===== config.mk =====
export PLATFORM = sky130hd
export DESIGN_NAME = key_to_analog_control_emulator_top
export DESIGN_NICKNAME = d
export VERILOG_FILES = /design/src/rtl/kace_pkg.sv /design/src/rtl/kace_steer.sv /design/src/rtl/kace_pedal.sv /design/src/rtl/key_to_analog_control_emulator_top.sv
export SDC_FILE = /design/constraint.sdc
export NUM_CORES = 1
export LEC_CHECK = 0
export ABC_AREA = 1
export BUFFER_PORTS_ARGS = -buffer_cell sky130_fd_sc_hd__buf_4
export CORE_ASPECT_RATIO = 1.25
export CORE_MARGIN = 4
export CORE_UTILIZATION = 68
export CTS_BUF_LIST = sky130_fd_sc_hd__clkbuf_4 sky130_fd_sc_hd__clkbuf_8
export DETAILED_ROUTE_END_ITERATION = 8
export PLACE_DENSITY_LB_ADDON = 0.3
export SLEW_MARGIN = 20
export SYNTH_ARGS = -nofsm -noshare
export SYNTH_HDL_FRONTEND = slang
export SYNTH_SLANG_ARGS = --single-unit

===== constraint.sdc =====
create_clock -name clk_i -period 12.5 [get_ports clk_i]
set_input_delay 3.75 -clock clk_i [delete_from_list [all_inputs] [get_ports clk_i]]
set_output_delay 3.75 -clock clk_i [all_outputs]
set_load 0.05 [all_outputs]

===== src/rtl/kace_pkg.sv =====
`timescale 1ns / 1ps
package kace_pkg;

  localparam int unsigned CfgIdxW = 8;
  localparam int unsigned CfgDataW = 8;

  // register indexes
  typedef enum logic [CfgIdxW-1:0] {
    REG_STEER_STEP    = 8'd0,
    REG_STEER_CENTER  = 8'd1,
    REG_STEER_MAX     = 8'd2,
    REG_PEDAL_STEP    = 8'd3,
    REG_PEDAL_MAX     = 8'd4,
    REG_SOFT_BRAKE    = 8'd5,
    REG_HARD_BRAKE    = 8'd6
  } cfg_reg_e;

  // reset values
  localparam logic [7:0] SteerStepRst   = 8'd32;
  localparam logic [7:0] SteerCenterRst = 8'd128;
  localparam logic [7:0] SteerMaxRst    = 8'd254;
  localparam logic [7:0] PedalStepRst   = 8'd2;
  localparam logic [7:0] PedalMaxRst    = 8'd254;
  localparam logic [7:0] SoftBrakeRst   = 8'h80;
  localparam logic [7:0] HardBrakeRst   = 8'hFF;
  localparam logic [7:0] SteerPosRst    = 8'd128;
  localparam logic [5:0] HeldPrevRst    = 6'd63;

  typedef struct packed {
    logic [5:0] button_keys;
    logic       steer_left;
    logic       steer_right;
    logic       left_pedal_key;
    logic       right_pedal_key;
    logic       soft_brake_key;
    logic       hard_brake_key;
  } in_item_t;

  typedef struct packed {
    logic [5:0] buttons_held;
    logic [5:0] buttons_pressed;
    logic [7:0] steering;
    logic [7:0] left_velocity;
    logic [7:0] right_velocity;
    logic [7:0] left_change;
    logic [7:0] right_change;
    logic       left_rising;
    logic       right_rising;
    logic [7:0] brake;
  } out_item_t;

  typedef struct packed {
    logic [7:0] step;
    logic [7:0] center;
    logic [7:0] max;
  } steer_cfg_t;

  typedef struct packed {
    logic [7:0] step;
    logic [7:0] max;
  } pedal_cfg_t;

  typedef struct packed {
    logic [7:0] velocity;
    logic [7:0] change;
    logic       rising;
  } pedal_res_t;

endpackage


===== src/rtl/kace_steer.sv =====
`timescale 1ns / 1ps
module kace_steer (
  input  logic               clk_i,
  input  logic               rst_ni,
  input  logic               update_i,
  input  logic               left_i,
  input  logic               right_i,
  input  kace_pkg::steer_cfg_t cfg_i,
  output logic [7:0]         pos_o
);
  import kace_pkg::*;

  logic [7:0] pos_q, pos_d;
  logic [7:0] after_left;
  logic [8:0] right_sum;
  logic [7:0] after_right;
  logic [8:0] ret_sum;
  logic [8:0] center_plus;
  logic [7:0] returned;

  // left move first, then right move
  always_comb begin
    after_left  = (pos_q <= cfg_i.step) ? 8'd0 : pos_q - cfg_i.step;
    right_sum   = {1'b0, (left_i ? after_left : pos_q)} + {1'b0, cfg_i.step};
    after_right = (right_sum >= {1'b0, cfg_i.max}) ? cfg_i.max : right_sum[7:0];
  end

  // return to center without overshoot
  always_comb begin
    ret_sum     = {1'b0, pos_q} + {1'b0, cfg_i.step};
    center_plus = {1'b0, cfg_i.center} + {1'b0, cfg_i.step};
    if (pos_q <= cfg_i.center) begin
      returned = (ret_sum >= {1'b0, cfg_i.center}) ? cfg_i.center : ret_sum[7:0];
    end else begin
      returned = ({1'b0, pos_q} <= center_plus) ? cfg_i.center : pos_q - cfg_i.step;
    end
  end

  always_comb begin
    if (right_i) begin
      pos_d = after_right;
    end else if (left_i) begin
      pos_d = after_left;
    end else begin
      pos_d = returned;
    end
  end

  assign pos_o = pos_d;

  // position state
  always_ff @(posedge clk_i or negedge rst_ni) begin
    if (!rst_ni) begin
      pos_q <= SteerPosRst;
    end else if (update_i) begin
      pos_q <= pos_d;
    end
  end

endmodule


===== src/rtl/kace_pedal.sv =====
`timescale 1ns / 1ps
module kace_pedal (
  input  logic                 clk_i,
  input  logic                 rst_ni,
  input  logic                 update_i,
  input  logic                 key_i,
  input  kace_pkg::pedal_cfg_t cfg_i,
  output kace_pkg::pedal_res_t res_o
);
  import kace_pkg::*;

  logic [7:0] vel_q, vel_d;
  logic [7:0] chg_q, chg_d;
  logic [8:0] up_sum;
  logic [8:0] stepped;

  // ramp up or down, then clamp to max
  always_comb begin
    up_sum = {1'b0, vel_q} + {1'b0, cfg_i.step};
    if (key_i) begin
      stepped = up_sum;
    end else begin
      stepped = (vel_q > cfg_i.step) ? {1'b0, vel_q - cfg_i.step} : 9'd0;
    end
    vel_d = (stepped > {1'b0, cfg_i.max}) ? cfg_i.max : stepped[7:0];
    chg_d = (vel_d >= vel_q) ? vel_d - vel_q : vel_q - vel_d;
  end

  assign res_o.velocity = vel_d;
  assign res_o.change   = chg_d;
  assign res_o.rising   = (chg_q < chg_d);

  // velocity and last change
  always_ff @(posedge clk_i or negedge rst_ni) begin
    if (!rst_ni) begin
      vel_q <= '0;
      chg_q <= '0;
    end else if (update_i) begin
      vel_q <= vel_d;
      chg_q <= chg_d;
    end
  end

endmodule


===== src/rtl/key_to_analog_control_emulator_top.sv =====
`timescale 1ns / 1ps
// Key-to-analog control emulator.
// Input channel (in_valid_i / in_ready_o / in_data_i) carries one tick of key
// states; output channel (out_valid_o / out_ready_i / out_data_o) returns one
// result per tick: remapped buttons with press edges, steering position, two
// pedal velocities with change and rising flags, and the brake level.
// Each transfer is captured in an input register, worked out by the
// add/clamp/compare logic and placed in the result register. One item per
// cycle is sustained while the receiver does not stall; the only loop is the
// steering and pedal state feedback. When the receiver stalls, the result
// register holds and the input register holds the next item; in_ready_o
// drops only when both are full. Configuration is a plain write port
// (cfg_we_i, cfg_index_i, cfg_wdata_i), to be written only while the block
// is idle, which it does not check itself; unknown indexes are ignored.
// Reset clears both pipeline stages, loads the register defaults, centers the
// steering at 128, zeroes the pedals and marks all buttons as held before.
module key_to_analog_control_emulator_top (
  input  logic                      clk_i,
  input  logic                      rst_ni,
  input  logic                      in_valid_i,
  output logic                      in_ready_o,
  input  kace_pkg::in_item_t        in_data_i,
  output logic                      out_valid_o,
  input  logic                      out_ready_i,
  output kace_pkg::out_item_t       out_data_o,
  input  logic                      cfg_we_i,
  input  logic [kace_pkg::CfgIdxW-1:0]  cfg_index_i,
  input  logic [kace_pkg::CfgDataW-1:0] cfg_wdata_i
);
  import kace_pkg::*;

  // configuration registers
  steer_cfg_t steer_cfg_q;
  pedal_cfg_t pedal_cfg_q;
  logic [7:0] soft_lvl_q, hard_lvl_q;

  always_ff @(posedge clk_i or negedge rst_ni) begin
    if (!rst_ni) begin
      steer_cfg_q.step   <= SteerStepRst;
      steer_cfg_q.center <= SteerCenterRst;
      steer_cfg_q.max    <= SteerMaxRst;
      pedal_cfg_q.step   <= PedalStepRst;
      pedal_cfg_q.max    <= PedalMaxRst;
      soft_lvl_q         <= SoftBrakeRst;
      hard_lvl_q         <= HardBrakeRst;
    end else if (cfg_we_i) begin
      unique case (cfg_index_i)
        REG_STEER_STEP:   steer_cfg_q.step   <= cfg_wdata_i;
        REG_STEER_CENTER: steer_cfg_q.center <= cfg_wdata_i;
        REG_STEER_MAX:    steer_cfg_q.max    <= cfg_wdata_i;
        REG_PEDAL_STEP:   pedal_cfg_q.step   <= cfg_wdata_i;
        REG_PEDAL_MAX:    pedal_cfg_q.max    <= cfg_wdata_i;
        REG_SOFT_BRAKE:   soft_lvl_q         <= cfg_wdata_i;
        REG_HARD_BRAKE:   hard_lvl_q         <= cfg_wdata_i;
        default: ;
      endcase
    end
  end

  // pipeline handshake
  logic      in_vld_q;
  in_item_t  in_q;
  logic      out_vld_q;
  out_item_t out_q, out_d;
  logic      advance;

  assign advance    = in_vld_q && (!out_vld_q || out_ready_i);
  assign in_ready_o = !in_vld_q || advance;

  always_ff @(posedge clk_i or negedge rst_ni) begin
    if (!rst_ni) begin
      in_vld_q  <= 1'b0;
      out_vld_q <= 1'b0;
    end else begin
      if (in_ready_o) begin
        in_vld_q <= in_valid_i;
      end
      if (advance) begin
        out_vld_q <= 1'b1;
      end else if (out_ready_i) begin
        out_vld_q <= 1'b0;
      end
    end
  end

  // input register
  always_ff @(posedge clk_i) begin
    if (in_ready_o && in_valid_i) begin
      in_q <= in_data_i;
    end
  end

  // button remap and press edges
  logic [5:0] held_prev_q;
  logic [5:0] held;

  assign held = {in_q.button_keys[5], in_q.button_keys[4], in_q.button_keys[2],
                 in_q.button_keys[0], in_q.button_keys[1], in_q.button_keys[3]};

  always_ff @(posedge clk_i or negedge rst_ni) begin
    if (!rst_ni) begin
      held_prev_q <= HeldPrevRst;
    end else if (advance) begin
      held_prev_q <= held;
    end
  end

  // steering and pedals
  logic [7:0] steer_pos;
  pedal_res_t left_res, right_res;

  kace_steer u_steer (
    .clk_i    (clk_i),
    .rst_ni   (rst_ni),
    .update_i (advance),
    .left_i   (in_q.steer_left),
    .right_i  (in_q.steer_right),
    .cfg_i    (steer_cfg_q),
    .pos_o    (steer_pos)
  );

  kace_pedal u_pedal_left (
    .clk_i    (clk_i),
    .rst_ni   (rst_ni),
    .update_i (advance),
    .key_i    (in_q.left_pedal_key),
    .cfg_i    (pedal_cfg_q),
    .res_o    (left_res)
  );

  kace_pedal u_pedal_right (
    .clk_i    (clk_i),
    .rst_ni   (rst_ni),
    .update_i (advance),
    .key_i    (in_q.right_pedal_key),
    .cfg_i    (pedal_cfg_q),
    .res_o    (right_res)
  );

  // result assembly, hard brake over soft
  always_comb begin
    out_d.buttons_held    = held;
    out_d.buttons_pressed = held & ~held_prev_q;
    out_d.steering        = steer_pos;
    out_d.left_velocity   = left_res.velocity;
    out_d.right_velocity  = right_res.velocity;
    out_d.left_change     = left_res.change;
    out_d.right_change    = right_res.change;
    out_d.left_rising     = left_res.rising;
    out_d.right_rising    = right_res.rising;
    if (in_q.hard_brake_key) begin
      out_d.brake = hard_lvl_q;
    end else if (in_q.soft_brake_key) begin
      out_d.brake = soft_lvl_q;
    end else begin
      out_d.brake = '0;
    end
  end

  // result register
  always_ff @(posedge clk_i) begin
    if (advance) begin
      out_q <= out_d;
    end
  end

  assign out_valid_o = out_vld_q;
  assign out_data_o  = out_q;

endmodule

Yosys cells after proc, flatten, opt, wreduce, memory -nomap -nowiden:

Cells that the tools add are included.

* bits of input ports: 33
* RAM bits: 0
* memories kept: 0
* bits in latches: 0
* memory bits (read-only): 0
* output and inout port bits: 64
* register bits after elaboration: 178

* bitwise logic cells: 2
* order comparisons: 13
* mux-type cells: 20
* reductions and logical operators: 15
* add/subtract/negate cells: 12
* multiply operators: 0
* shifts and indexed selects: 0
* divide/modulo/power cells: 0
* equality and inequality tests: 6

Operator list (number)
* 8-bit two-way mux: 16
* 8-bit subtractor: 7
* 8-bit by 8-bit adder with 9-bit output: 5
* 8-bit by 3-bit equality test with 1-bit output, second input constant: 3
* 9-bit by 8-bit >= comparator with 1-bit output: 2
* 9-bit by 8-bit greater-than comparator with 1-bit output: 2
* 9-bit two-way mux: 2
* 8-bit by 2-bit equality test with 1-bit output, second input constant: 2
* 8-bit >= comparator: 2
* 8-bit greater-than comparator: 2
* 8-bit less-or-equal comparator: 2
* 8-bit < comparator: 2
* 2-bit AND reduction: 7
* 8-bit by 9-bit less-or-equal comparator with 1-bit output: 1
* 8-bit by 1-bit equality test with 1-bit output, second input constant: 1
* 8-bit logical NOT: 1
* 6-bit AND: 1
* 6-bit NOT: 1
* 1-bit logical AND: 2
* 1-bit logical NOT: 2
* 1-bit logical OR: 2
* 1-bit two-way mux: 2
* 2-bit nonzero test: 1

Logic depth before layout (Yosys ltp):

Gate-level depths: netlist (run 1).

* depth after elaboration: 8
* gate-level depth with buffers: 41
* gate-level depth less buffers: 41

Cells and area by module:

From an unflattened synthesis (run 1), not the netlist that was laid out.

* cell total of the unflattened synthesis: 1799
* area, all modules: 13883.3 sq um

Modules (own cells, without submodules)
* key_to_analog_control_emulator_top: cells each 407, times used 1, area an instance 5029.8 sq um, seq. area each 3863.7 sq um
* kace_steer: cells each 486, times used 1, area an instance 3062.9 sq um, seq. area each 201.4 sq um
* kace_pedal (u_pedal_left): cells each 455, times used 1, area an instance 2939.1 sq um, seq. area each 400.4 sq um
* kace_pedal (u_pedal_right): cells each 451, times used 1, area an instance 2851.5 sq um, seq. area each 400.4 sq um

Worst setup path after synthesis (run 1):

Ideal clock, no wire load.

* path kind: input to output
* start point: in out_ready_i
* end point: out in_ready_o
* arrival time: 4.210 ns
* stages: 2
* slack: 4.540 ns
* path buffers: 0
* path through: inv_1 > nand3_1

* cells in the longest elaborated chain, start to end: 3

Ends and longest elaborated chain
* start, declared: RTL line key_to_analog_control_emulator_top.sv:24 `input logic out_ready_i,`
* 1-bit logical OR: RTL line key_to_analog_control_emulator_top.sv:67 `assign advance = in_vld_q && (!out_vld_q || out_ready_i);`
* 1-bit logical AND: RTL line key_to_analog_control_emulator_top.sv:67
* 1-bit logical OR: RTL line key_to_analog_control_emulator_top.sv:68 `assign in_ready_o = !in_vld_q || advance;`
* end, declared: RTL line key_to_analog_control_emulator_top.sv:21 `output logic in_ready_o,`

No other way between the ends.

Worst setup path in the final report (run 1):

Ends and elaborated chain as after synthesis.

==> impl_metrics.env, run 1 <==
export IMPL_status="finished, final reports clean"
export IMPL_dieArea_um2=20900
export IMPL_nFillCells=1342
export IMPL_postPlaceCellArea_um2=13600
export IMPL_clk_latency_ps=490
export IMPL_die_w_um=130
export IMPL_gr_usage_all_layers=0.311
export IMPL_syn_area_um2=12700
export IMPL_required_ps=8750
export IMPL_wl_met3_um=1610
export IMPL_syn_avg_cell_area_um2=8.23
export IMPL_regArea_um2=4870
export IMPL_drv_cap=0
export IMPL_placementRows=55
export IMPL_dr_wl_met2_um=16800
export IMPL_worstSetupPathType="in -> out"
export IMPL_root_buffer="clkbuf_8"
export IMPL_arrival_ps=4260
export IMPL_grt_overflow_total=0
export IMPL_setup_tns_ps=0
export IMPL_crit_start="out_ready_i"
export IMPL_synth_largest_area_cell="edfxtp_1"
export IMPL_finClkSkew_ps=19.5
export IMPL_multiInputGateArea_um2=6900
export IMPL_drt_antenna_violating_nets=0
export IMPL_routedWlPerCell_um=17.3
export IMPL_worstHoldStart="held[4]$_DFFE_PP_"
export IMPL_wl_met1_um=12300
export IMPL_drc=0
export IMPL_yosys_most_used_dff="edfxtp_1"
export IMPL_top_layer="met4"
export IMPL_numCtsBuffers=17
export IMPL_synth_top_area_frac=0.175
export IMPL_critPathLaunchType="input pin"
export IMPL_cts_resized=0
export IMPL_place_gp_congestion=0.984
export IMPL_ioPinCount=97
export IMPL_post_synth_num_cell_types=53
export IMPL_r2r_start="pedal_cfg_q[8]$_DFFE_PN0P_"
export IMPL_syn_inst=1540
export IMPL_setup_violations=0
export IMPL_port_buffers=96
export IMPL_rsz0062_at_grt="false"
export IMPL_drtIter0Drc=899
export IMPL_wl_um=32300
export IMPL_hpwl_um=24500
export IMPL_yosysSeqAreaShare=0.384
export IMPL_area_growth_synth_to_final_pct=10.4
export IMPL_h_tree_depth=4
export IMPL_cts_tree="built"
export IMPL_core_um2=18200
export IMPL_fmax_mhz=125
export IMPL_relSlewSlack=0.293
export IMPL_grt_max_degree=83
export IMPL_min_period_ps=8010
export IMPL_grt_pass1_vias=10600
export IMPL_async_flop_share=0.584
export IMPL_via_per_inst=5.90
export IMPL_cts_buffer_depth=2
export IMPL_via_count=11000
export IMPL_critical_path_max_fanout=3
export IMPL_synth_seq_cells=178
export IMPL_postCtsSetupBuffers=0
export IMPL_worstMarginPinSlew_ps=1060
export IMPL_die_height_um=161
export IMPL_end_kind="output pin"
export IMPL_fin_nets=1826
export IMPL_cts_num_sinks=178
export IMPL_synth_yosys_warnings=0
export IMPL_start_util=0.695
export IMPL_clk_pin_slew_ps=110
export IMPL_finalHoldViolCount=0
export IMPL_layout_drive_gt1_share=0.120
export IMPL_synth_nets=1741
export IMPL_maxSlewViolCount=0
export IMPL_antenna_found_initial=0
export IMPL_final_area_um2=14000
export IMPL_diodes=0
export IMPL_grt_pass1_wl_um=51700
export IMPL_fin_crit_sh=0.641
export IMPL_hold_path_class="reg -> reg"
export IMPL_synthTopCellsByArea="edfxtp_1, ha_1, dfrtp_1"
export IMPL_first_pass_iters=8
export IMPL_synth_edf_count=74
export IMPL_fin_util=0.768
export IMPL_holdBufCountCts=0
through the flow:
stage	hold slack [ps]	cells	setup WS [ps]
floorplan	426	1540	4540
global placement	431	1834	4540
detailed placement	434	1834	4490
CTS	452	1866	4480
global route	461	1866	4450
finish	449	1866	4490
cells in the final DEF, fill, tap and decap left out, types with 3 or more instances in the layout:
| master | count |
|---|---|
| o211ai_1 | 6 |
| o21bai_1 | 3 |
| a21oi_1 | 97 |
| o22ai_1 | 5 |
| nor3_1 | 8 |
| nand4_1 | 19 |
| nand2_2 | 5 |
| dfrtp_1 | 71 |
| a21o_1 | 5 |
| clkbuf_8 | 17 |
| o21ai_2 | 6 |
| o21ai_0 | 135 |
| ha_1 | 156 |
| o221ai_1 | 8 |
| buf_4 | 99 |
| inv_1 | 201 |
| or2_2 | 8 |
| clkinv_8 | 3 |
| fa_1 | 12 |
| and2_1 | 6 |
| xor2_1 | 42 |
| xnor2_1 | 11 |
| inv_8 | 7 |
| nand2_1 | 397 |
| nor2_1 | 45 |
| nand3_1 | 104 |
| dfstp_2 | 33 |
| edfxtp_1 | 74 |
| o21a_1 | 7 |
| inv_2 | 3 |
| o21ai_1 | 11 |
worst paths after layout:
| kind | to | slack, ps | cells after the start |
|---|---|---|---|
| worst max-delay path | in_ready_o | 4490 | 4 |
| worst min-delay path | out_data_o[60]$_DFFE_PP_ | 450 | 0 |
| worst max register to register | out_data_o[9]$_DFFE_PP_ | 5420 | 33 |
| worst min register to register | out_data_o[60]$_DFFE_PP_ | 450 | 0 |
| max in group asynchronous | steer_cfg_q[0]$_DFFE_PN0P_ | 8060 | 2 |
| min in group asynchronous | u_pedal_left.vel_q[5]$_DFFE_PN0P_ | 3270 | 1 |
area by class of cell:
cell class / instances / share of cell area
multi-input cells: 1123 / 0.493
flip-flops and latches: 178 / 0.348
inverters: 206 / 0.0553
repair buffers: 99 / 0.0531
well taps: 228 / 0.0204
clock buffers: 17 / 0.0167
clock inverters: 15 / 0.0143
worst max-delay path, stage by stage:
cell and delay, ps:
buf_4 110, inv_1 60, nand3_1 120, buf_4 220
metal layers:
metal,vias to the layer above,GRT usage
li1,5306,-
met4,0,0.139
met2,409,0.556
met5,-,0
met1,5182,0.369
met3,111,0.0343
logic make-up after synthesis:
family,after synthesis,share of synthesized area
flops,178,0.384
simple gates,606,0.205
xor+xnor,53,0.0366
compound gates,296,0.129
buf+inv,239,0.0725
fa+ha+maj,168,0.173
registers in the layout (all words and copies together) (netlist names):
signal and count:
u_pedal_right.chg_q 8, u_pedal_left.vel_q 8, u_pedal_left.chg_q 8, held 6, steer_cfg_q 24, out_data_o 62, pedal_cfg_q 16, out_valid_o 1
soft_lvl_q 8, hard_lvl_q 8, in_vld_q 1, u_pedal_right.vel_q 8, u_steer.pos_q 8, in_q 6, held_prev_q 6
Yosys cell counts, types with 6 or more instances:
cell / number
xnor2_1: 11
fa_1: 12
inv_1: 202
o21ai_2: 6
dfrtp_1: 71
dfstp_2: 33
nand3_1: 104
o211ai_1: 6
o21ai_1: 11
o21a_1: 7
nand4_1: 19
nor3_1: 8
nand2_1: 398
nor2_1: 45
and2_1: 6
edfxtp_1: 74
xor2_1: 42
buf_2: 12
ha_1: 156
o21ai_0: 135
o221ai_1: 8
a21oi_1: 97
or2_2: 8
clkbuf_1: 19
Power of run 1 is not shown: default switching activity piles up to over one toggle a cycle in this logic, so the estimate is an artifact.
==> run 2: changes to the inputs <==
CORE_UTILIZATION = 63   (was 68)
clock period = 8.1 ns   (was 12.5 ns; I/O delays follow)
==> run 2 against run 1 <==
Net effect:
- global-route usage is 0.74 points lower
- non-clock buffer count is the same
- critical path depth grew 27
- die area is 7.5% higher
- register-to-register slack worse by 4400 ps
- flip-flop and latch count is the same
- sequential share of layout area is 0.078 points lower
- count of clock-buffer cells in the layout stayed put
- largest cell class unchanged
==> impl_metrics.env, run 2 (synthesis results as in run 1) <==
export IMPL_timing_rr_end="out_data_o[9]$_DFFE_PP_"
export IMPL_end_kind="register"
export IMPL_critPathSlowestCell="dfstp_2"
export IMPL_grt_pass1_wl_um=54100
export IMPL_final_area_um2=14000
export IMPL_via_per_inst=5.71
export IMPL_grt_max_degree=75
export IMPL_area_growth_synth_to_final_pct=10.7
export IMPL_hold_path_class="reg -> reg"
export IMPL_fin_nets=1826
export IMPL_start_util=0.646
export IMPL_crit_end="out_data_o[9]$_DFFE_PP_"
export IMPL_path_common_cell="nand2_1"
export IMPL_relSlewSlack=0.466
export IMPL_hpwl_um=26500
export IMPL_core_um2=19600
export IMPL_drv_cap=0
export IMPL_fmax_mhz=142
export IMPL_port_buffers=96
export IMPL_slowest_delay_ps=690
export IMPL_crit_start="pedal_cfg_q[9]$_DFFE_PN1P_"
export IMPL_critPathLaunchType="register"
export IMPL_status="finished, final reports clean"
export IMPL_place_gp_congestion=1.01
export IMPL_arrival_ps=7390
export IMPL_layout_drive_gt1_share=0.120
export IMPL_finClkSkew_ps=18.6
export IMPL_routedWlPerCell_um=17.7
export IMPL_grt_overflow_total=0
export IMPL_clk_latency_ps=480
export IMPL_root_buffer="clkbuf_8"
export IMPL_largest_reg_flops=62
export IMPL_first_pass_iters=5
export IMPL_dieArea_um2=22500
export IMPL_clk_pin_slew_ps=100
export IMPL_worstSetupPathType="reg -> reg"
export IMPL_numCtsBuffers=17
export IMPL_rsz0062_at_grt="false"
export IMPL_min_period_ps=7060
export IMPL_critical_path_max_fanout=13
export IMPL_h_tree_depth=4
export IMPL_rr_worst_depth=31
export IMPL_postPlaceCellArea_um2=13600
export IMPL_via_count=10900
export IMPL_mostFrequentLayoutCell="nand2_1"
export IMPL_setup_tns_ps=0
export IMPL_diodes=0
export IMPL_wl_um=33700
export IMPL_placementRows=57
export IMPL_antenna_found_initial=0
export IMPL_holdBufCountCts=0
export IMPL_ioPinCount=97
export IMPL_setup_violations=0
export IMPL_postCtsSetupBuffers=0
export IMPL_layout_common_cells="nand2_1, inv_1, ha_1"
export IMPL_drtIter0Drc=554
export IMPL_cts_num_sinks=178
export IMPL_drt_antenna_violating_nets=0
export IMPL_ff2ff_setup_slack_ps=1040
export IMPL_worstMarginPinSlew_ps=801
export IMPL_cts_resized=0
export IMPL_die_height_um=167
export IMPL_required_ps=8430
export IMPL_cts_tree="built"
export IMPL_cts_buffer_depth=2
export IMPL_grt_pass1_vias=10700
export IMPL_r2r_start="pedal_cfg_q[9]$_DFFE_PN1P_"
export IMPL_finalHoldViolCount=0
export IMPL_fin_crit_sh=0.871
export IMPL_gr_usage_all_layers=0.303
export IMPL_maxSlewViolCount=0
export IMPL_die_w_um=135
export IMPL_drc=0
## run 2: worst min-delay path by stage
stage,to,cells past startpoint,start
floorplan,out_data_o[56]$_DFFE_PP_,0,held[0]$_DFFE_PP_
global placement,out_data_o[61]$_DFFE_PP_,0,held[5]$_DFFE_PP_
detailed placement,out_data_o[61]$_DFFE_PP_,0,held[5]$_DFFE_PP_
CTS,out_data_o[61]$_DFFE_PP_,0,held[5]$_DFFE_PP_
global route,out_data_o[61]$_DFFE_PP_,0,held[5]$_DFFE_PP_
finish,out_data_o[61]$_DFFE_PP_,0,held[5]$_DFFE_PP_
## run 2: metrics by stage
stage | instances | hold WS (ps) | worst slack (ps) | utilization
2_1_floorplan | 1540 | 426 | 2270 | -
3_5_place_dp | 1871 | 433 | 1210 | 0.694
3_3_place_gp | 1871 | 433 | 1400 | 0.694
6_report | 1903 | 447 | 1040 | 0.715
5_1_grt | 1903 | 449 | 423 | 0.715
4_1_cts | 1903 | 445 | 1170 | 0.715
## run 2: area by class of cell
type	instances	area, um2
inverter	206	774
sequential	178	4870
clock inverter	15	185
timing repair buffer	99	743
multi-input combinational	1123	6900
clock buffer	17	234
tap	265	332
fill	1598	5580
## run 2: worst max-delay path: cells and delay by family, from the launching register on
kind	cells	cell delay, ps
adders and majority gates	4	1380
DFF	1	690
xor gates and xnor gates	2	430
buffers and inverters	4	530
AOI/OAI and AO/OA	9	2280
and+or+nand+nor	12	1610
## run 2: layer usage
metal  up-vias  global-route usage  share of wire
li1       5310                   -              -
met1      5109               0.351           0.39
met2       350               0.550           0.52
met3       102              0.0389          0.043
met4         0               0.142          0.048
met5         -                   0              0
Power of run 2 is left out for the same reason.
